File: config.mk
export PLATFORM = sky130hd
export DESIGN_NAME = miller_rabin_prime_test_top
export DESIGN_NICKNAME = d
export VERILOG_FILES = /design/src/rtl/core/mrpt_pkg.sv /design/src/rtl/core/mrpt_modmul.sv /design/src/rtl/core/mrpt_rem.sv /design/src/rtl/core/miller_rabin_prime_test_top.sv
export VERILOG_INCLUDE_DIRS = /design/src /design/src/rtl/core
export SDC_FILE = /design/constraint.sdc
export NUM_CORES = 2
export LEC_CHECK = 0
export BUFFER_PORTS_ARGS = -buffer_cell sky130_fd_sc_hd__clkbuf_2
export CORE_MARGIN = 1
export CORE_UTILIZATION = 43
export CTS_BUF_LIST = sky130_fd_sc_hd__clkbuf_8
export DETAILED_ROUTE_END_ITERATION = 16
export GPL_TIMING_DRIVEN = 0
export PLACE_DENSITY_LB_ADDON = 0.2
export SLEW_MARGIN = 15
export SYNTH_ARGS = -nofsm -noshare
export SYNTH_HDL_FRONTEND = slang
export SYNTH_SLANG_ARGS = --single-unit
File: constraint.sdc
create_clock -name i_clk -period 18.55 [get_ports i_clk]
set_clock_uncertainty 0.05 [all_clocks]
set_input_delay 0.9275 -clock i_clk [delete_from_list [all_inputs] [get_ports i_clk]]
set_output_delay 0.9275 -clock i_clk [all_outputs]
set_load 0.03 [all_outputs]
File: src/rtl/core/miller_rabin_prime_test_top_macros.svh
// assertion macros for the miller-rabin prime test block
// used by the core modules, no other dependencies
`ifndef MILLER_RABIN_PRIME_TEST_TOP_MACROS_SVH
`define MILLER_RABIN_PRIME_TEST_TOP_MACROS_SVH

// implication checked every clock outside reset
`define MR_ASSERT_IMP(lbl, clk, rst_n, ante, cons) \
    lbl: assert property (@(posedge clk) disable iff (!rst_n) (ante) |-> (cons)) \
        else $error("assertion failed");

// next-cycle implication checked outside reset
`define MR_ASSERT_NXT(lbl, clk, rst_n, ante, cons) \
    lbl: assert property (@(posedge clk) disable iff (!rst_n) (ante) |=> (cons)) \
        else $error("assertion failed");

`endif

File: src/rtl/core/mrpt_pkg.sv
// package for the miller-rabin prime test block
// holds sizes and the small prime table, no dependencies
`default_nettype none
package mrpt_pkg;
    localparam int NUM_WIDTH_DEF    = 64;
    localparam int NUM_BASES_DEF    = 12;
    localparam int NUM_SMALL_PRIMES = 12;
    localparam int PIDX_W           = 4;
    localparam int PVAL_W           = 6;

    // the first twelve primes, index 0 to 11
    function automatic logic [PVAL_W-1:0] small_prime(input logic [PIDX_W-1:0] idx);
        logic [PVAL_W-1:0] v;
        case (idx)
            4'd0:  v = 6'd2;
            4'd1:  v = 6'd3;
            4'd2:  v = 6'd5;
            4'd3:  v = 6'd7;
            4'd4:  v = 6'd11;
            4'd5:  v = 6'd13;
            4'd6:  v = 6'd17;
            4'd7:  v = 6'd19;
            4'd8:  v = 6'd23;
            4'd9:  v = 6'd29;
            4'd10: v = 6'd31;
            4'd11: v = 6'd37;
            default: v = 6'd2;
        endcase
        return v;
    endfunction

    // request to the shift-add modular multiplier
    typedef struct packed {
        logic start;
    } t_mul_ctl;
endpackage
`default_nettype wire

File: src/rtl/core/mrpt_modmul.sv
// bit-serial shift-add modular multiplier, one multiplier bit per cycle
// depends on mrpt_pkg
`default_nettype none
module mrpt_modmul
    import mrpt_pkg::*;
#(
    parameter int W = NUM_WIDTH_DEF
) (
    input  wire logic         i_clk,
    input  wire logic         i_rst_n,
    input  wire t_mul_ctl     i_ctl,
    input  wire logic [W-1:0] i_x,
    input  wire logic [W-1:0] i_y,
    input  wire logic [W-1:0] i_m,
    output logic              o_busy,
    output logic              o_done,
    output logic [W-1:0]      o_p
);
    logic [W-1:0] r_acc, n_acc;
    logic [W-1:0] r_a, n_a;
    logic [W-1:0] r_y, n_y;
    logic         r_busy, n_busy;
    logic         r_done, n_done;
    logic [W:0]   s_add, s_dbl;

    // add with a carry bit, reduce once; operands are below m
    always_comb begin
        s_add = {1'b0, r_acc} + {1'b0, r_a};
        s_dbl = {1'b0, r_a} + {1'b0, r_a};
        n_acc = r_acc;
        n_a   = r_a;
        n_y   = r_y;
        n_busy = r_busy;
        n_done = 1'b0;
        if (i_ctl.start) begin
            n_acc  = '0;
            n_a    = i_x;
            n_y    = i_y;
            n_busy = 1'b1;
        end else if (r_busy) begin
            if (r_y == '0) begin
                n_busy = 1'b0;
                n_done = 1'b1;
            end else begin
                if (r_y[0])
                    n_acc = (s_add >= {1'b0, i_m}) ? W'(s_add - {1'b0, i_m}) : W'(s_add);
                n_a = (s_dbl >= {1'b0, i_m}) ? W'(s_dbl - {1'b0, i_m}) : W'(s_dbl);
                n_y = r_y >> 1;
            end
        end
    end

    always_ff @(posedge i_clk) begin
        if (!i_rst_n) begin
            r_busy <= 1'b0;
            r_done <= 1'b0;
        end else begin
            r_busy <= n_busy;
            r_done <= n_done;
        end
        r_acc <= n_acc;
        r_a   <= n_a;
        r_y   <= n_y;
    end

    assign o_busy = r_busy;
    assign o_done = r_done;
    assign o_p    = r_acc;

`include "miller_rabin_prime_test_top_macros.svh"
    `MR_ASSERT_IMP(a_done_not_busy, i_clk, i_rst_n, r_done, !r_busy)
    `MR_ASSERT_NXT(a_start_busy, i_clk, i_rst_n, i_ctl.start, r_busy)
    `MR_ASSERT_IMP(a_acc_below_m, i_clk, i_rst_n, r_done && (i_m > W'(1)), r_acc < i_m)
endmodule
`default_nettype wire

File: src/rtl/core/mrpt_rem.sv
// bit-serial remainder of the candidate by a small constant, msb first
// depends on mrpt_pkg
`default_nettype none
module mrpt_rem
    import mrpt_pkg::*;
#(
    parameter int W = NUM_WIDTH_DEF
) (
    input  wire logic              i_clk,
    input  wire logic              i_rst_n,
    input  wire logic              i_start,
    input  wire logic [W-1:0]      i_n,
    input  wire logic [PVAL_W-1:0] i_p,
    output logic                   o_done,
    output logic                   o_zero
);
    localparam int CW = $clog2(W + 1);
    logic [W-1:0]      r_sh;
    logic [PVAL_W-1:0] r_rem;
    logic [CW-1:0]     r_cnt;
    logic              r_busy, r_done;
    logic [PVAL_W:0]   s_t;

    // shift one bit into the remainder each cycle while busy
    assign s_t = {r_rem, r_sh[W-1]};

    always_ff @(posedge i_clk) begin
        if (!i_rst_n) begin
            r_busy <= 1'b0;
            r_done <= 1'b0;
        end else begin
            r_done <= 1'b0;
            if (i_start) begin
                r_busy <= 1'b1;
            end else if (r_busy && r_cnt == CW'(W - 1)) begin
                r_busy <= 1'b0;
                r_done <= 1'b1;
            end
        end
        if (i_start) begin
            r_sh  <= i_n;
            r_rem <= '0;
            r_cnt <= '0;
        end else if (r_busy) begin
            r_sh  <= r_sh << 1;
            r_rem <= (s_t >= {1'b0, i_p}) ? PVAL_W'(s_t - {1'b0, i_p}) : PVAL_W'(s_t);
            r_cnt <= r_cnt + CW'(1);
        end
    end

    assign o_done = r_done;
    assign o_zero = (r_rem == '0);
endmodule
`default_nettype wire

File: src/rtl/core/miller_rabin_prime_test_top.sv
// miller-rabin prime test: one candidate in, one prime flag out
// trial division by each small prime, then per base a square-and-multiply
// exponentiation and a squaring loop on the shift-add multiplier, which
// works one bit a cycle
// one item at a time; reset (synchronous, low) clears control and drops any result
`default_nettype none
module miller_rabin_prime_test_top
    import mrpt_pkg::*;
#(
    parameter int NUM_WIDTH = NUM_WIDTH_DEF,
    parameter int NUM_BASES = NUM_BASES_DEF
) (
    input  wire logic        i_clk,
    input  wire logic        i_rst_n,
    // tdata: candidate[63:0]
    input  wire logic [63:0] s_axis_tdata,
    input  wire logic        s_axis_tvalid,
    output logic             s_axis_tready,
    // tdata: is_prime[0], zero fill [7:1]
    output logic [7:0]       m_axis_tdata,
    output logic             m_axis_tvalid,
    input  wire logic        m_axis_tready
);
    localparam int W  = NUM_WIDTH;
    localparam int RW = $clog2(W);

    typedef enum logic [9:0] {
        ST_IDLE  = 10'b0000000001,
        ST_TDIV  = 10'b0000000010,
        ST_TWAIT = 10'b0000000100,
        ST_SPLIT = 10'b0000001000,
        ST_BASE  = 10'b0000010000,
        ST_EXP   = 10'b0000100000,
        ST_EWAIT = 10'b0001000000,
        ST_CHK   = 10'b0010000000,
        ST_SQW   = 10'b0100000000,
        ST_OUT   = 10'b1000000000
    } t_state;

    t_state            r_st;
    logic [W-1:0]      r_n, r_d, r_e, r_x, r_b;
    logic [RW-1:0]     r_r, r_i;
    logic [PIDX_W-1:0] r_pi;
    logic              r_res;
    logic              r_phase;   // 0: acc*b, 1: b*b
    logic              r_sq;      // squaring loop of the witness
    logic              r_tstart;
    t_mul_ctl          r_mctl;
    logic [W-1:0]      r_mx, r_my;
    logic              m_busy, m_done, t_done, t_zero;
    logic [W-1:0]      m_p;
    logic [W-1:0]      nm1;
    logic [PVAL_W-1:0] cur_p;
    logic              chk_pass;
    logic              n_tstart, n_mstart;

    assign nm1   = r_n - W'(1);
    assign cur_p = small_prime(r_pi);

    // start pulses for the remainder and multiplier units
    always_comb begin
        chk_pass = (!r_sq && r_x == W'(1)) || r_x == nm1;
        n_tstart = (r_st == ST_TDIV) && (r_n != W'(cur_p));
        n_mstart = ((r_st == ST_EXP) && (r_e != '0))
                || ((r_st == ST_EWAIT) && m_done && !r_phase)
                || ((r_st == ST_CHK) && !chk_pass && (r_i < r_r));
    end

    mrpt_modmul #(.W(W)) u_mul (
        .i_clk(i_clk), .i_rst_n(i_rst_n), .i_ctl(r_mctl),
        .i_x(r_mx), .i_y(r_my), .i_m(r_n),
        .o_busy(m_busy), .o_done(m_done), .o_p(m_p)
    );

    mrpt_rem #(.W(W)) u_rem (
        .i_clk(i_clk), .i_rst_n(i_rst_n), .i_start(r_tstart),
        .i_n(r_n), .i_p(cur_p), .o_done(t_done), .o_zero(t_zero)
    );

    assign s_axis_tready = (r_st == ST_IDLE);
    assign m_axis_tvalid = (r_st == ST_OUT);
    assign m_axis_tdata  = {7'd0, r_res};

    // main sequencer
    always_ff @(posedge i_clk) begin
        if (!i_rst_n) begin
            r_st         <= ST_IDLE;
            r_tstart     <= 1'b0;
            r_mctl.start <= 1'b0;
        end else begin
            r_tstart     <= n_tstart;
            r_mctl.start <= n_mstart;
            unique case (r_st)
                ST_IDLE: begin
                    if (s_axis_tvalid) begin
                        r_n  <= W'(s_axis_tdata);
                        r_pi <= '0;
                        if (W'(s_axis_tdata) < W'(2)) begin
                            r_res <= 1'b0;
                            r_st  <= ST_OUT;
                        end else begin
                            r_st <= ST_TDIV;
                        end
                    end
                end
                ST_TDIV: begin
                    if (r_n == W'(cur_p)) begin
                        r_res <= 1'b1;
                        r_st  <= ST_OUT;
                    end else begin
                        r_st <= ST_TWAIT;
                    end
                end
                ST_TWAIT: begin
                    if (t_done) begin
                        if (t_zero) begin
                            r_res <= 1'b0;
                            r_st  <= ST_OUT;
                        end else if (r_pi == PIDX_W'(NUM_SMALL_PRIMES - 1)) begin
                            r_d  <= r_n - W'(1);
                            r_r  <= '0;
                            r_pi <= '0;
                            r_st <= ST_SPLIT;
                        end else begin
                            r_pi <= r_pi + PIDX_W'(1);
                            r_st <= ST_TDIV;
                        end
                    end
                end
                // strip trailing zeros one a cycle
                ST_SPLIT: begin
                    if (r_d[0] || r_d == '0) begin
                        r_st <= ST_BASE;
                    end else begin
                        r_d <= r_d >> 1;
                        r_r <= r_r + RW'(1);
                    end
                end
                ST_BASE: begin
                    if (r_pi == PIDX_W'(NUM_BASES)) begin
                        r_res <= 1'b1;
                        r_st  <= ST_OUT;
                    end else begin
                        r_x     <= W'(1);
                        r_b     <= W'(cur_p);  // n > 37, so base < n
                        r_e     <= r_d;
                        r_sq    <= 1'b0;
                        r_st    <= ST_EXP;
                    end
                end
                // one exponent bit: optional acc*b, then b*b
                ST_EXP: begin
                    if (r_e == '0) begin
                        r_i  <= RW'(1);
                        r_st <= ST_CHK;
                    end else if (r_e[0]) begin
                        r_mx <= r_x; r_my <= r_b;
                        r_phase <= 1'b0;
                        r_st <= ST_EWAIT;
                    end else begin
                        r_mx <= r_b; r_my <= r_b;
                        r_phase <= 1'b1;
                        r_st <= ST_EWAIT;
                    end
                end
                ST_EWAIT: begin
                    if (m_done) begin
                        if (!r_phase) begin
                            r_x  <= m_p;
                            r_mx <= r_b; r_my <= r_b;
                            r_phase <= 1'b1;
                        end else begin
                            r_b  <= m_p;
                            r_e  <= r_e >> 1;
                            r_st <= ST_EXP;
                        end
                    end
                end
                ST_CHK: begin
                    if (chk_pass) begin
                        r_pi <= r_pi + PIDX_W'(1);
                        r_st <= ST_BASE;
                    end else if (r_i >= r_r) begin
                        r_res <= 1'b0;
                        r_st  <= ST_OUT;
                    end else begin
                        r_mx <= r_x; r_my <= r_x;
                        r_sq <= 1'b1;
                        r_st <= ST_SQW;
                    end
                end
                ST_SQW: begin
                    if (m_done) begin
                        r_x  <= m_p;
                        r_i  <= r_i + RW'(1);
                        r_st <= ST_CHK;
                    end
                end
                ST_OUT: begin
                    if (m_axis_tready)
                        r_st <= ST_IDLE;
                end
                default: r_st <= ST_IDLE;
            endcase
        end
    end

`include "miller_rabin_prime_test_top_macros.svh"
    `MR_ASSERT_IMP(a_mul_idle_out, i_clk, i_rst_n, r_st == ST_OUT, !m_busy)
    `MR_ASSERT_IMP(a_ready_idle, i_clk, i_rst_n, s_axis_tready, !m_axis_tvalid)
    `MR_ASSERT_NXT(a_out_hold, i_clk, i_rst_n, m_axis_tvalid && !m_axis_tready,
        m_axis_tvalid && $stable(m_axis_tdata))
endmodule
`default_nettype wire
== Word-level counts from Yosys, hierarchy flattened ==
Memories as Yosys holds them, arrays and structs flattened. A register that Yosys moved wholly into a read port is not among the register bits.
Index checks and enable logic that the tools add are counted.
Storage, ports and cells
  flip-flop bits (word level): 752
  bits in latches: 0
  bits in writable memories: 0
  ROM bits: 96
  input port bits: 68
  output and inout port bits: 10
  logic and storage cells: 226
  memories: 1
Operators by class
  add/sub/neg operators: 10
  multipliers: 0
  divide/modulo/power cells: 0
  $lt $le $gt $ge: 6
  equality and inequality tests: 40
  shift-type cells: 0
  muxes and demuxes: 93
  bitwise operators: 3
  reductions and logical operators: 47
Memory list
  (name not given): words 16, width 6, rd ports 1, clocked after memory_dff 1, write ports 0, line mrpt_pkg.sv:14  | case (idx)
Operators with widths (count)
  $mux 64: 31
  $pmux 64 s3: 3
  $pmux 64 s2: 3
  $logic_not 64->1: 3
  $add 64x64->65: 2
  $ge 65x64->1: 2
  $mux 10: 13
  $sub 64x64->64: 2
  $pmux 10 s10: 1
  $eq 64x1->1 const B: 1
  $eq 64x6->1: 1
  $eq 64x64->1: 1
  $lt 64x2->1 const B: 1
  $ne 64x6->1: 1
  $reduce_bool 64->1: 1
  $sub 64x1->64 const B: 1
  $mux 6: 7
  $ne 2x2->1 const B: 15
  $mux 4: 7
  $pmux 6 s2: 2
  $mux 1: 21
  $reduce_and 6->1: 3
  $ne 2x1->1 const B: 8
  $reduce_bool 2->1: 8
  38 further kinds: 61

== Longest topological paths before layout ==
  depth after elaboration: 7
  depth in mapped cells: 27
  depth with buffers taken out: 24

== Hierarchy ==
A second synthesis with hierarchy kept.
Second synthesis, totals
  cells, all modules: 4898
  area total of the unflattened synthesis: 48936.9 µm²
By module, submodules not included
  miller_rabin_prime_test_top: instances 1, cells an instance 2173, area an instance 25062.8 µm², sequential area each 14383.8 µm²
  mrpt_modmul: instances 1, cells an instance 2479, area an instance 20268.2 µm², sequential area each 5165.0 µm²
  mrpt_rem: instances 1, cells an instance 246, area an instance 3606.0 µm², sequential area each 2222.1 µm²

== Worst setup path after synthesis ==
OpenSTA, ideal clock, no wires.
  path kind: reg2reg
  from: reg r_n[14]
  to: reg r_mx[0], enable pin
  library setup time: 0.804 ns
  arrival time: 12.754 ns
  data required time: 17.696 ns
  slack: 4.942 ns
  cell stages (with the launch flop): 17
  buffers on the path: 4
  period minus slack after synthesis: 13.608 ns
  path through: edfxtp_1 > buf_6 > or4_1 > buf_2 > or4_1 > buf_2 > buf_6 > nor3_4 > nand2_1 > or4_1 > o21ai_0 > nor4b_1 > nand4b_1 > or4_1 > o21ai_0 > and2_1 > a211oi_1
Between the ends
  longest elaborated chain between the ends: 5
Ends and longest elaborated chain
  start: declaration: line miller_rabin_prime_test_top.sv:41  | logic [W-1:0] r_n, r_d, r_e, r_x, r_b;
  start signal: assignment: line miller_rabin_prime_test_top.sv:96  | r_n <= W'(s_axis_tdata);
  $sub 64x1->64: line miller_rabin_prime_test_top.sv:57  | assign nm1 = r_n - W'(1);
  $eq 64x64->1: line miller_rabin_prime_test_top.sv:62  | chk_pass = (!r_sq && r_x == W'(1)) || r_x == nm1;
  $logic_or 1x1->1: line miller_rabin_prime_test_top.sv:62
  $ne 2x2->1 (no line)
  $reduce_and 7->1 (no line)
  end signal: assignment: line miller_rabin_prime_test_top.sv:157  | r_mx <= r_x; r_my <= r_b;
  end signal: assignment: line miller_rabin_prime_test_top.sv:161  | r_mx <= r_b; r_my <= r_b;
  end signal: assignment: line miller_rabin_prime_test_top.sv:170  | r_mx <= r_b; r_my <= r_b;
  end: declaration: line miller_rabin_prime_test_top.sv:49  | logic [W-1:0] r_mx, r_my;
Every way passes these cells.
A chain may end at the register's enable or synchronous reset.

== Worst setup path in the final report ==
  from: reg u_mul.r_acc[1], in the netlist u_mul.o_p[1]
  to: reg u_mul.r_acc[30], in the netlist u_mul.o_p[30]
Between the ends
  longest elaborated chain between the ends: 3
  elaborated cells between the ends (all ways): 4
  classes of those cells: add/sub (2); order compare (1); mux (1)
Ends and longest elaborated chain
  start: declaration: line mrpt_modmul.sv:19  | logic [W-1:0] r_acc, n_acc;
  start signal: assignment: line mrpt_modmul.sv:61  | r_acc <= n_acc;
  $add 64x64->65 *: line mrpt_modmul.sv:28  | s_add = {1'b0, r_acc} + {1'b0, r_a};
  $sub 64x64->64 / $ge 65x64->1 (equally long branches): line mrpt_modmul.sv:46  | n_acc = (s_add >= {1'b0, i_m}) ? W'(s_add - {1'b0, i_m}) : W'(s_add);
  $mux 64 *: line mrpt_modmul.sv:46
Mark *: on every way between the ends. The rest lies on a longest branch, timed or not.

==> results.toml <==
[setup_path]
worstSetupPathType = "flop to flop"
setup.worst_path.start_class = "flop"
cp-end-kind = "flop"
critPathMaxFanout = 10
crit_required_ps = 19180
cp.arrival_ps = 10750

[synth]
synth.area.top_cells = "edfxtp_1, ha_1, mux2_2, nand2_1, dfxtp_1"
synth_most_common_cell = "edfxtp_1"
synth_area_leader_cell = "edfxtp_1"
synth_flop_cell = "edfxtp_1"
synth_cell_types = 95
netlist.area_leader.share_pct = 41.1
ys_warn_count = 0
avgSynthCellArea_um2 = 9.68
async_flop_share_pct = 0
seq_area_frac_synth_pct = 45.2
ys_ff_latch = 758
syn_area_um2 = 48200
netlist_instances = 4978
synth-edff-count = 659
synthTopCellsByCount = "edfxtp_1, nand2_1, nor2_1"

[timing]
hold_viol = 0
min_period_ps = 10120
fin_crit_sh_pct = 54.6
setup_viol = 0
slew_violations = 0
slew_headroom_pct = 10.9
fmax_ghz = 0.0988
worst_pin_slew_ps = 1340
whs_ps = 225
rsz0062_at_grt = "no"

[global_route]
grt_pass1_wl_um = 285000
grt_pass1_vias = 39800
grt_max_degree = 51
gr-total-overflow = 0
grtUsageTotal_pct = 35.1
antenna_found_initial = 11

[floorplanning]
start_util_pct = 43.5
rows = 122
fp.dieW_um = 337
io_pins = 78
die_area_um2 = 113000
die_h_um = 337
coreArea_um2 = 111000

[routing]
route.vias.total = 42600
route.met2.wl_um = 85600
wire_per_inst_um = 29.4
drt_wl_total_um = 200000
firstDrtPassIters = 6
wl_met3_um = 19900
vias_per_cell = 6.25
first_iter_violations = 5548
top_layer = "met5"
route.detailed.drc = 0
m1WireLength_um = 83800
ant_nets = 0

[cells_and_area]
fin_nets = 5508
finalInstanceArea_um2 = 53700
syn2layout_area_growth_pct = 11.3
fillCellCount = 10600
drive_above_1_share_pct = 10.9

[pwr]
power.leakage_nw = 20.1
power_density_nw_per_um2 = 96.5
vdd_drop_max_uv = 64.6

[clock_tree]
clkTransAtPathRegs_ps = 60
ctsLongestPathBuffers = 3
cts_buffers = 136
cts.sinks = 758
cts_root_buffer = "clkbuf_8"
hold_buffers = 0
cts_tree = "yes"
post_cts_resized = 0
cts_setup_buffers = 0
clock_latency_ps = 850
htree_levels = 4

[placed_design]
place_hpwl_um = 159000
placed_area_um2 = 51100
place.gp.congestion = 1.11
port_buffers = 70

[outcome]
status = "completed"

[job]
max-cap-violations = 0

[min_path]
min_path_type = "input port to flop"
-- power by group --
group / internal [W] / switching, W / total (W) / leakage (nW)
clock: 0.000793 / 0.000752 / 0.00154 / 1.46
sequential: 0.00194 / 0.000101 / 0.00204 / 6.80
combinational: 0.000564 / 0.00103 / 0.00159 / 11.8
total: 0.00329 / 0.00188 / 0.00518 / 20.1
-- critical path, cell delays in order, from the launching register on --
cell and delay (ps):
dfxtp_1 680, ha_1 330, a21oi_1 190, nor2_1 80, o311ai_0 620, a2111oi_1 190, buf_2 210, o31ai_1 580
and3_1 420, a2111oi_0 250, o21ai_0 800, a21bo_2 260, a32oi_1 110, xor2_1 210, ha_1 740, nand3_1 390
nor4_1 280, nand3_1 300, nor3_1 870, nor3_1 130, o41ai_2 200, nor2_1 220, clkbuf_1 570, clkbuf_1 680
a21oi_1 440, a21oi_1 110
-- per-layer routing --
metal / global-route usage [%] / up-vias
li1: - / 19000
met1: 48.4 / 20800
met2: 52.5 / 2397
met3: 6.94 / 453
met4: 17.3 / 6
met5: 0 / -
-- per-stage QoR --
step                      utilization (%)  total power, W  TNS (ps)  cells  setup WS [ps]
after floorplan                         -         0.00309         0   4984           4940
after global placement               45.5         0.00360   -434590   6542          -2600
after detailed placement             46.1         0.00361         0   6571           8920
after CTS                            48.4         0.00515         0   6808           8870
after global routing                 48.4         0.00539         0   6812           8470
final                                48.4         0.00518         0   6819           8430
-- placed cells by master, fill, tap and decap left out, drive strengths merged, types with 37 or more instances in the layout --
cell type	netlist	routed
edfxtp	659	659
nand2	644	644
clkbuf	241	452
nor2	382	382
a21oi	330	330
o21ai	239	239
mux2	221	221
inv	165	217
ha	214	214
xnor2	194	194
nor4	154	154
and2	152	152
a21o	133	133
nor3	114	114
dfxtp	99	99
nand3	92	92
nand4	86	86
xor2	73	73
a211oi	72	72
buf	34	64
nor2b	50	50
and3	47	47
a31oi	46	46
o21a	40	40
o21bai	37	37
-- cell type report --
cell class	count	area [um2]	area share [%]
buffer	275	1110	2.08
tap	1488	1860	3.47
multi-input combinational	3784	24800	46.2
clock buffer	141	1940	3.62
antenna	10	25.0	0.0466
clock inverter	96	608	1.13
sequential	758	21800	40.6
timing repair buffer	100	922	1.72
inverter	167	627	1.17
-- sequential cells by signal, indices dropped and copies added (netlist names), 6 cells and up --
signal / cells
cur_p: 6
u_rem.r_cnt: 7
u_mul.o_p: 64
r_r: 6
u_rem.r_rem: 6
r_st: 10
r_my: 64
r_x: 64
r_d: 64
u_rem.r_sh: 64
r_n: 64
r_i: 6
r_e: 64
u_mul.r_a: 64
u_mul.r_y: 64
r_b: 64
r_mx: 64
-- cell families (layout without fill, tap and decap cells) --
| family | after synthesis | after routing | share of synthesized area [%] |
|---|---|---|---|
| DFF | 758 | 758 | 45.2 |
| and+or+nand+nor | 1901 | 1901 | 19.5 |
| xor gates and xnor gates | 273 | 273 | 5.13 |
| buffers and inverters | 442 | 779 | 3.60 |
| AOI/OAI and AO/OA | 1130 | 1130 | 15.0 |
| adders and majority gates | 219 | 219 | 5.74 |
| muxes | 254 | 254 | 5.86 |
| other | 1 | 17 | 0.00778 |
-- path summary, 6_finish.rpt --
kind                          startpoint                          to  slack, ps  depth (start not counted)
max            u_mul.o_p[1]$_SDFFE_PP0P_  u_mul.o_p[30]$_SDFFE_PP0P_       8430                         25
min reg2reg  u_rem.r_cnt[6]$_SDFFE_PP0P_     u_rem.o_done$_SDFF_PP0_        440                          1
min                      s_axis_tdata[0]            r_n[0]$_DFFE_PP_        230                          1
max reg2reg    u_mul.o_p[1]$_SDFFE_PP0P_  u_mul.o_p[30]$_SDFFE_PP0P_       8430                         25
(Power assumes the default switching activity.)
